--- src/hw/rtl/sha1_bsh_pkg.sv ---
package sha1_bsh_pkg;

  localparam int WORD_CNT  = 5;
  localparam int ROUNDS    = 80;
  localparam int ROUND_W   = 7;
  localparam int IDX_W     = 3;
  localparam int POS_W     = 6;
  localparam int COUNT_W   = 61;
  localparam int LINE_LEN  = 16;

  localparam logic [POS_W-1:0]   POS_LAST    = 6'd63;
  localparam logic [POS_W-1:0]   POS_LEN     = 6'd56;
  localparam logic [IDX_W-1:0]   IDX_LAST    = 3'd4;
  localparam logic [ROUND_W-1:0] ROUND_LAST  = 7'd79;
  localparam logic [ROUND_W-1:0] ROUND_PH1   = 7'd20;
  localparam logic [ROUND_W-1:0] ROUND_PH2   = 7'd40;
  localparam logic [ROUND_W-1:0] ROUND_PH3   = 7'd60;
  localparam logic [7:0]         PAD_BYTE    = 8'h80;

  localparam logic [31:0] H_INIT [WORD_CNT] = '{
    32'h67452301, 32'hEFCDAB89, 32'h98BADCFE, 32'h10325476, 32'hC3D2E1F0
  };

  localparam logic [31:0] K_PH0 = 32'h5A827999;
  localparam logic [31:0] K_PH1 = 32'h6ED9EBA1;
  localparam logic [31:0] K_PH2 = 32'h8F1BBCDC;
  localparam logic [31:0] K_PH3 = 32'hCA62C1D6;

  typedef enum logic [2:0] {
    ST_IDLE,
    ST_PAD,
    ST_CINIT,
    ST_ROUND,
    ST_CFIN,
    ST_OUT
  } state_t;

  typedef enum logic [1:0] {
    BSEL_DATA,
    BSEL_PAD80,
    BSEL_ZERO,
    BSEL_LEN
  } byte_sel_t;

  typedef enum logic [1:0] {
    PH_CH,
    PH_PAR1,
    PH_MAJ,
    PH_PAR2
  } phase_t;

  typedef struct packed {
    logic             byte_we;
    byte_sel_t        byte_sel;
    logic             count_inc;
    logic             comp_init;
    logic             round_en;
    phase_t           phase;
    logic             comp_fin;
    logic             finish;
    logic [IDX_W-1:0] word_idx;
  } dp_cmd_t;

  typedef struct packed {
    logic [POS_W-1:0] pos;
  } dp_stat_t;

  function automatic logic [31:0] round_k(phase_t ph);
    logic [31:0] k;
    unique case (ph)
      PH_CH:   k = K_PH0;
      PH_PAR1: k = K_PH1;
      PH_MAJ:  k = K_PH2;
      PH_PAR2: k = K_PH3;
      default: k = K_PH0;
    endcase
    return k;
  endfunction

endpackage

--- src/hw/rtl/sha1_bsh_dp.sv ---
module sha1_bsh_dp
  import sha1_bsh_pkg::*;
(
  input  logic        clk,
  input  logic        rst_n,
  input  dp_cmd_t     cmd,
  input  logic [7:0]  in_byte,
  output dp_stat_t    stat,
  output logic [31:0] digest
);

  logic [31:0]        h_r [WORD_CNT];
  logic [31:0]        w_r [LINE_LEN];
  logic [23:0]        acc_r;
  logic [COUNT_W-1:0] count_r;
  logic [POS_W-1:0]   pos_r;
  logic [31:0]        a_r, b_r, c_r, d_r, e_r;

  logic [63:0] len_bits;
  logic [7:0]  byte_val;
  logic [31:0] w_mix;
  logic [31:0] w_new;
  logic [31:0] f_val;
  logic [31:0] t_val;
  logic        word_done;

  assign len_bits = {count_r, 3'b000};

  always_comb begin
    case (cmd.byte_sel)
      BSEL_DATA:  byte_val = in_byte;
      BSEL_PAD80: byte_val = PAD_BYTE;
      BSEL_ZERO:  byte_val = 8'h00;
      BSEL_LEN:   byte_val = len_bits[{~pos_r[2:0], 3'b000} +: 8];
      default:    byte_val = 8'h00;
    endcase
  end

  assign word_done = cmd.byte_we && (pos_r[1:0] == 2'b11);

  // Schedule taps on the sixteen-word line: oldest word sits at index 0.
  assign w_mix = w_r[13] ^ w_r[8] ^ w_r[2] ^ w_r[0];
  assign w_new = {w_mix[30:0], w_mix[31]};

  always_comb begin
    case (cmd.phase)
      PH_CH:   f_val = (b_r & c_r) | (~b_r & d_r);
      PH_MAJ:  f_val = (b_r & c_r) | (b_r & d_r) | (c_r & d_r);
      default: f_val = b_r ^ c_r ^ d_r;
    endcase
  end

  assign t_val = {a_r[26:0], a_r[31:27]} + f_val + e_r + round_k(cmd.phase) + w_r[0];

  always_ff @(posedge clk) begin
    if (!rst_n) begin
      count_r <= '0;
      pos_r   <= '0;
    end else if (cmd.finish) begin
      count_r <= '0;
      pos_r   <= '0;
    end else begin
      if (cmd.count_inc) count_r <= count_r + 1'b1;
      if (cmd.byte_we)   pos_r   <= pos_r + 1'b1;
    end
  end

  always_ff @(posedge clk) begin
    if (!rst_n) begin
      for (int i = 0; i < WORD_CNT; i++) h_r[i] <= H_INIT[i];
    end else if (cmd.finish) begin
      for (int i = 0; i < WORD_CNT; i++) h_r[i] <= H_INIT[i];
    end else if (cmd.comp_fin) begin
      h_r[0] <= h_r[0] + a_r;
      h_r[1] <= h_r[1] + b_r;
      h_r[2] <= h_r[2] + c_r;
      h_r[3] <= h_r[3] + d_r;
      h_r[4] <= h_r[4] + e_r;
    end
  end

  always_ff @(posedge clk) begin
    if (cmd.byte_we) acc_r <= {acc_r[15:0], byte_val};
    if (word_done || cmd.round_en) begin
      for (int i = 0; i < LINE_LEN - 1; i++) w_r[i] <= w_r[i+1];
      w_r[LINE_LEN-1] <= cmd.round_en ? w_new : {acc_r, byte_val};
    end
  end

  always_ff @(posedge clk) begin
    if (cmd.comp_init) begin
      a_r <= h_r[0];
      b_r <= h_r[1];
      c_r <= h_r[2];
      d_r <= h_r[3];
      e_r <= h_r[4];
    end else if (cmd.round_en) begin
      a_r <= t_val;
      b_r <= a_r;
      c_r <= {b_r[1:0], b_r[31:2]};
      d_r <= c_r;
      e_r <= d_r;
    end
  end

  assign stat.pos = pos_r;
  assign digest   = h_r[cmd.word_idx];

endmodule

--- src/hw/rtl/sha1_bsh_ctrl.sv ---
module sha1_bsh_ctrl
  import sha1_bsh_pkg::*;
(
  input  logic             clk,
  input  logic             rst_n,
  input  logic             in_tvalid,
  output logic             in_tready,
  input  logic             in_present,
  input  logic             in_tlast,
  output logic             out_tvalid,
  input  logic             out_tready,
  output logic [IDX_W-1:0] out_idx,
  output logic             out_tlast,
  input  dp_stat_t         stat,
  output dp_cmd_t          cmd
);

  state_t             state_r, state_nxt;
  logic [ROUND_W-1:0] round_r, round_nxt;
  logic [IDX_W-1:0]   idx_r, idx_nxt;
  logic               first_r, first_nxt;
  logic               len_ok_r, len_ok_nxt;
  logic               final_r, final_nxt;
  logic               pend_r, pend_nxt;
  logic               len_ok_cur;
  logic               in_fire;
  logic               out_fire;

  assign in_fire  = in_tvalid && in_tready;
  assign out_fire = out_tvalid && out_tready;

  // Once the 0x80 marker lands before byte 56, the length fits in this block.
  assign len_ok_cur = first_r ? (stat.pos < POS_LEN) : len_ok_r;

  always_ff @(posedge clk) begin
    if (!rst_n) begin
      state_r  <= ST_IDLE;
      round_r  <= '0;
      idx_r    <= '0;
      first_r  <= 1'b0;
      len_ok_r <= 1'b0;
      final_r  <= 1'b0;
      pend_r   <= 1'b0;
    end else begin
      state_r  <= state_nxt;
      round_r  <= round_nxt;
      idx_r    <= idx_nxt;
      first_r  <= first_nxt;
      len_ok_r <= len_ok_nxt;
      final_r  <= final_nxt;
      pend_r   <= pend_nxt;
    end
  end

  always_comb begin
    state_nxt  = state_r;
    round_nxt  = round_r;
    idx_nxt    = idx_r;
    first_nxt  = first_r;
    len_ok_nxt = len_ok_r;
    final_nxt  = final_r;
    pend_nxt   = pend_r;
    in_tready  = 1'b0;
    out_tvalid = 1'b0;
    cmd        = '0;
    cmd.byte_sel = BSEL_DATA;
    cmd.word_idx = idx_r;
    if (round_r < ROUND_PH1)      cmd.phase = PH_CH;
    else if (round_r < ROUND_PH2) cmd.phase = PH_PAR1;
    else if (round_r < ROUND_PH3) cmd.phase = PH_MAJ;
    else                          cmd.phase = PH_PAR2;

    unique case (state_r)
      ST_IDLE: begin
        in_tready = 1'b1;
        if (in_fire) begin
          first_nxt  = in_tlast;
          len_ok_nxt = 1'b0;
          if (in_present) begin
            cmd.byte_we   = 1'b1;
            cmd.count_inc = 1'b1;
          end
          if (in_present && (stat.pos == POS_LAST)) begin
            pend_nxt  = in_tlast;
            state_nxt = ST_CINIT;
          end else if (in_tlast) begin
            state_nxt = ST_PAD;
          end
        end
      end
      ST_PAD: begin
        cmd.byte_we = 1'b1;
        if (first_r)                                cmd.byte_sel = BSEL_PAD80;
        else if (len_ok_r && (stat.pos >= POS_LEN)) cmd.byte_sel = BSEL_LEN;
        else                                        cmd.byte_sel = BSEL_ZERO;
        first_nxt  = 1'b0;
        len_ok_nxt = len_ok_cur;
        if (stat.pos == POS_LAST) begin
          final_nxt  = len_ok_cur;
          len_ok_nxt = 1'b1;
          pend_nxt   = 1'b1;
          state_nxt  = ST_CINIT;
        end
      end
      ST_CINIT: begin
        cmd.comp_init = 1'b1;
        round_nxt     = '0;
        state_nxt     = ST_ROUND;
      end
      ST_ROUND: begin
        cmd.round_en = 1'b1;
        round_nxt    = round_r + 1'b1;
        if (round_r == ROUND_LAST) state_nxt = ST_CFIN;
      end
      ST_CFIN: begin
        cmd.comp_fin = 1'b1;
        final_nxt    = 1'b0;
        pend_nxt     = 1'b0;
        idx_nxt      = '0;
        if (final_r)     state_nxt = ST_OUT;
        else if (pend_r) state_nxt = ST_PAD;
        else             state_nxt = ST_IDLE;
      end
      ST_OUT: begin
        out_tvalid = 1'b1;
        if (out_fire) begin
          idx_nxt = idx_r + 1'b1;
          if (idx_r == IDX_LAST) begin
            cmd.finish = 1'b1;
            idx_nxt    = '0;
            state_nxt  = ST_IDLE;
          end
        end
      end
      default: state_nxt = ST_IDLE;
    endcase
  end

  assign out_idx   = idx_r;
  assign out_tlast = (idx_r == IDX_LAST);

endmodule

--- src/hw/rtl/sha1_byte_stream_hasher_top.sv ---
// SHA-1 hasher over a byte stream. Each input word may carry one message byte
// (in_tuser[0] set) and may end the message (in_tlast set); a word with
// in_tlast alone ends the message after the bytes already sent, so the empty
// message works too. Message bytes are taken one per cycle while no block is
// being compressed. Every 64th byte starts the compression, which runs one
// round per cycle in a single round unit (load, 80 rounds, chaining add),
// during which the input is held off. At end of message the pad bytes (0x80,
// zeros, 64-bit bit length) go into the buffer one per cycle, 64 - (length
// mod 64) bytes, or 64 more when fewer than nine bytes were free, each padded
// block followed by the compression. The digest then leaves as five 32-bit
// words, most significant first, out_tuser giving the word index and
// out_tlast marking the fifth; after that word is taken the hasher is back in
// its initial state.
module sha1_byte_stream_hasher_top
  import sha1_bsh_pkg::*;
(
  input  logic        clk,
  input  logic        rst_n,
  input  logic        in_tvalid,
  output logic        in_tready,
  input  logic [7:0]  in_tdata,   // [7:0] data_byte
  input  logic [0:0]  in_tuser,   // [0] byte_present
  input  logic        in_tlast,   // end_of_message
  output logic        out_tvalid,
  input  logic        out_tready,
  output logic [31:0] out_tdata,  // [31:0] digest_word
  output logic [2:0]  out_tuser,  // [2:0] word_index
  output logic        out_tlast   // last_word
);

  dp_cmd_t  cmd;
  dp_stat_t stat;

  sha1_bsh_ctrl u_ctrl (
    .clk        (clk),
    .rst_n      (rst_n),
    .in_tvalid  (in_tvalid),
    .in_tready  (in_tready),
    .in_present (in_tuser[0]),
    .in_tlast   (in_tlast),
    .out_tvalid (out_tvalid),
    .out_tready (out_tready),
    .out_idx    (out_tuser),
    .out_tlast  (out_tlast),
    .stat       (stat),
    .cmd        (cmd)
  );

  sha1_bsh_dp u_dp (
    .clk     (clk),
    .rst_n   (rst_n),
    .cmd     (cmd),
    .in_byte (in_tdata),
    .stat    (stat),
    .digest  (out_tdata)
  );

endmodule
--- config.mk ---
export PLATFORM = sky130hd
export DESIGN_NAME = sha1_byte_stream_hasher_top
export DESIGN_NICKNAME = d
export VERILOG_FILES = /design/src/hw/rtl/sha1_bsh_pkg.sv /design/src/hw/rtl/sha1_bsh_dp.sv /design/src/hw/rtl/sha1_bsh_ctrl.sv /design/src/hw/rtl/sha1_byte_stream_hasher_top.sv
export SDC_FILE = /design/constraint.sdc
export NUM_CORES = 2
export LEC_CHECK = 0
export ABC_CLOCK_PERIOD_IN_PS = 36600
export BUFFER_PORTS_ARGS = -buffer_cell sky130_fd_sc_hd__buf_2
export CORE_MARGIN = 2
export CORE_UTILIZATION = 29
export DETAILED_ROUTE_END_ITERATION = 8
export PLACE_DENSITY = 0.45
export SYNTH_ARGS = -nofsm -noshare
export SYNTH_HDL_FRONTEND = slang
export SYNTH_HIERARCHICAL = 1
export SYNTH_SLANG_ARGS = --single-unit
--- constraint.sdc ---
create_clock -name clk -period 36.6 [get_ports clk]
set_input_delay 3.66 -clock clk [delete_from_list [all_inputs] [get_ports clk]]
set_output_delay 3.66 -clock clk [all_outputs]
set_load 0.01 [all_outputs]
==> summary.txt <==
Run status
  • Outcome: finished, final reports clean

Timing
  • Final hold vios: 0
  • Setup TNS: 0 ns
  • Pins Over Slew Limit: 0
  • Clock Skew: between 0.05 and 0.06 ns
  • Relative slew margins: between 10% and 20%
  • Fmax: about 0.14 GHz
  • Crit share post-route: between 20% and 30%
  • Setup violators final: 0
  • RSZ-0062 raised after global routing: false
  • Worst slew pin tran: around 1.3 ns
  • Final worst path period need: between 7 and 8 ns

Final layout
  • Filler Cells Inserted: approximately 16k
  • Layout area overhead: 13.28%
  • Most frequent cells in the layout: edfxtp_1 (856), nand2_1 (363), inv_1 (347), o21ai_0 (278), a21oi_1 (224)
  • Commonest non-fill, non-tap cell in the layout: edfxtp_1
  • Layout cell share with drive strength beyond 1: 8.919%
  • Final nets: around 4.4k

Clock network
  • Post CTS Setup Buffer Count: 0
  • CTS hold repair buffers: 0
  • Clk_lat worst skew: 0.74 ns
  • Clock Pin Slew Worst Setup and Hold Paths: around 0.060 ns
  • Post-cts resize count: 0
  • Clock Sinks: 940
  • Root Buffer: clkbuf_16
  • Clock buffer depth: 3
  • CTS tree: built
  • H-tree Lvls: 3
  • CTS Buf Count: approximately 110

Worst setup path
  • Max Fanout on Critical Path: 32
  • Slowest stage cell, crit path: ha_1
  • CP top delay family: adder cells
  • Setup CP Type: reg2reg
  • Crit path largest cell delay: roughly 0.70 ns
  • Worst EP arrival: roughly 7.8 ns
  • Required time worst endpoint: around 37 ns
  • Crit start category: flip-flop
  • Most Frequent Cell on Critical Path: fa_1
  • CP bufs+invs: 4
  • Worst-path cell chain: nand2_1, o21ai_0, a221o_1, inv_1, ha_1, inv_2, o22ai_1, a21oi_1, fa_1, fa_1, fa_1, inv_1, ha_1, inv_1, fa_1, nor2b_1, o21ai_2, a21boi_1, o31a_1, a41oi_4, o21ai_2, a21oi_1, o21ai_0, or3b_1
  • Crit end category: flip-flop

Synth
  • Cell Area, Synth: 48150 um2
  • Unique cell type count in the Yosys netlist: 93
  • Number of synthesized flops with an enable pin: 856
  • Register area share after synthesis: a little under three fifths
  • Mean cell area of the mapped netlist: 12.17 um2
  • Flip-flop and latch count after synthesis: 940
  • Syn nets: 4297
  • Syn. warnings: 6
  • Synthesized instance count: 3956
  • Async set or reset register ratio after synthesis: 0%
  • Prevailing post-synth register cell: edfxtp_1

Power
  • Static Leak: between 15 and 20 nW
  • PD cells: around 64 nW/um2
  • Overall power: ~3.5 mW
  • Peak VDD IR: between 0.00004 and 0.00005 V

Routing
  • DRT Wirelength: 129800 um
  • Via/cell ratio: 4.833
  • Detailed Routing Iterations Pass 1: 7
  • Final ANT Viol Nets: 0
  • Routed vias: 30.47k
  • Avg WL per Cell: around 21 um
  • Initial DRC count: 2560
  • Drt drc: 0

Global route
  • Vias in the first global route: 30.07k
  • Initial antenna violation count: 1
  • First-pass GRT wire length: 192700 um
  • Gr usage total: 15.09%
  • Pin count of the biggest net entering global routing: about 220
  • Total congestion overflow: 0

Placed design
  • DP HPWL: between 90000 and 100000 um
  • RD Place Congestion: around 0.87
  • Port bufs: 51

Floorplan
  • Die area: about 170000 um2
  • Core area: 165000 um2
  • DIE HEIGHT: between 400 and 500 um
  • IO Pins: 52
  • DIE WIDTH: ~400 um
  • Effective utilization at floorplan: between 20 and 30%
  • Number of cell rows: about 150

Run
  • MaxCap Viol Count: 0

Hold path
  • Hold Path Class: reg2reg
-- cell usage after synthesis (87+ instances only) --
master,instances,area (um2)
a21o_1,92,690.7
a21oi_1,224,1121
clkbuf_1,97,364.1
edfxtp_1,856,25700
fa_1,125,2502
ha_1,202,2527
inv_1,348,1306
nand2_1,365,1370
nor2_1,223,837.1
o21ai_0,278,1391
xnor2_1,183,1603
xor2_1,87,762.0
-- metrics by stage --
step	util [%]	cells	hold WS, ns	worst slack [ns]	instance area [um2]
6_report	33.06	6305	0.3981	29.27	54540
5_1_grt	33.06	6304	0.4092	28.83	54540
4_1_cts	33.06	6304	0.3915	29.18	54540
3_5_place_dp	30.90	6104	0.4045	28.63	50990
3_3_place_gp	30.90	6104	0.4006	28.70	50990
2_1_floorplan	-	3956	0.4003	19.25	48150
-- kinds of logic (layout without fill, tap and decap cells) --
family	count (synthesis)	in the layout	share of synthesized area, %
AND/OR/NAND/NOR	960	960	9.355
flip-flops	940	940	56.88
AO/OA/AOI/OAI	874	874	11.15
buffers and inverters	471	630	3.713
adder cells (fa/ha/maj)	327	327	10.45
XOR/XNOR	270	270	4.911
multiplexers	114	114	3.547
other	0	1	0
-- where the power goes --
group	total, mW	switching (mW)	internal [mW]
registers	1.36	0.0495	1.31
clock network	1.09	0.464	0.625
logic	1.06	0.640	0.421
total	3.51	1.15	2.36
-- worst paths after layout --
kind / startpoint / end / slack (ns) / depth (start not counted)
min: u_dp/w_r[0][139]$_DFFE_PP_ / u_dp/w_r[0][107]$_DFFE_PP_ / 0.40 / 0
max reg2reg: u_ctrl/round_r[3]$_SDFFE_PN0P_ / u_dp/a_r[25]$_DFFE_PP_ / 29.27 / 24
min reg2reg: u_dp/w_r[0][139]$_DFFE_PP_ / u_dp/w_r[0][107]$_DFFE_PP_ / 0.40 / 0
max: u_ctrl/round_r[3]$_SDFFE_PN0P_ / u_dp/a_r[25]$_DFFE_PP_ / 29.27 / 24
-- registers in the layout, summed over array words and instances (netlist names) --
register,count
u_ctrl/first_r,1
u_dp/d_r,32
u_dp/count_r,61
u_dp/w_r,512
u_ctrl/final_r,1
u_dp/stat,6
u_ctrl/state_r,3
u_ctrl/pend_r,1
u_dp/acc_r,24
u_dp/h_r,160
u_dp/b_r,32
u_ctrl/len_ok_r,1
u_ctrl/round_r,7
u_dp/c_r,32
u_dp/e_r,32
u_ctrl/out_idx,3
u_dp/a_r,32
-- metal layers --
| metal | wire [um] | global-route usage, % | vias up |
|---|---|---|---|
| li1 | - | - | 14488 |
| met1 | 62140 | 21.74 | 15171 |
| met2 | 57890 | 23.26 | 629 |
| met3 | 5503 | 2.150 | 186 |
| met4 | 4255 | 4.945 | 0 |
| met5 | 0 | 0 | - |
-- area by class of cell --
class                           count  area, um2  area share [%]
Timing Repair Buffer               78      495.5          0.9084
Tap cell                         2189       2739           5.021
Inverter                          352       1324           2.427
Sequential cell                   940      27390           50.22
Clock inverter                     73      804.5           1.475
Clock buffer                      127       2751           5.044
Antenna cell                        1      2.502        0.004588
Multi-Input combinational cell   2545      19040           34.90
No activity file was read; power rests on OpenSTA's default activity.
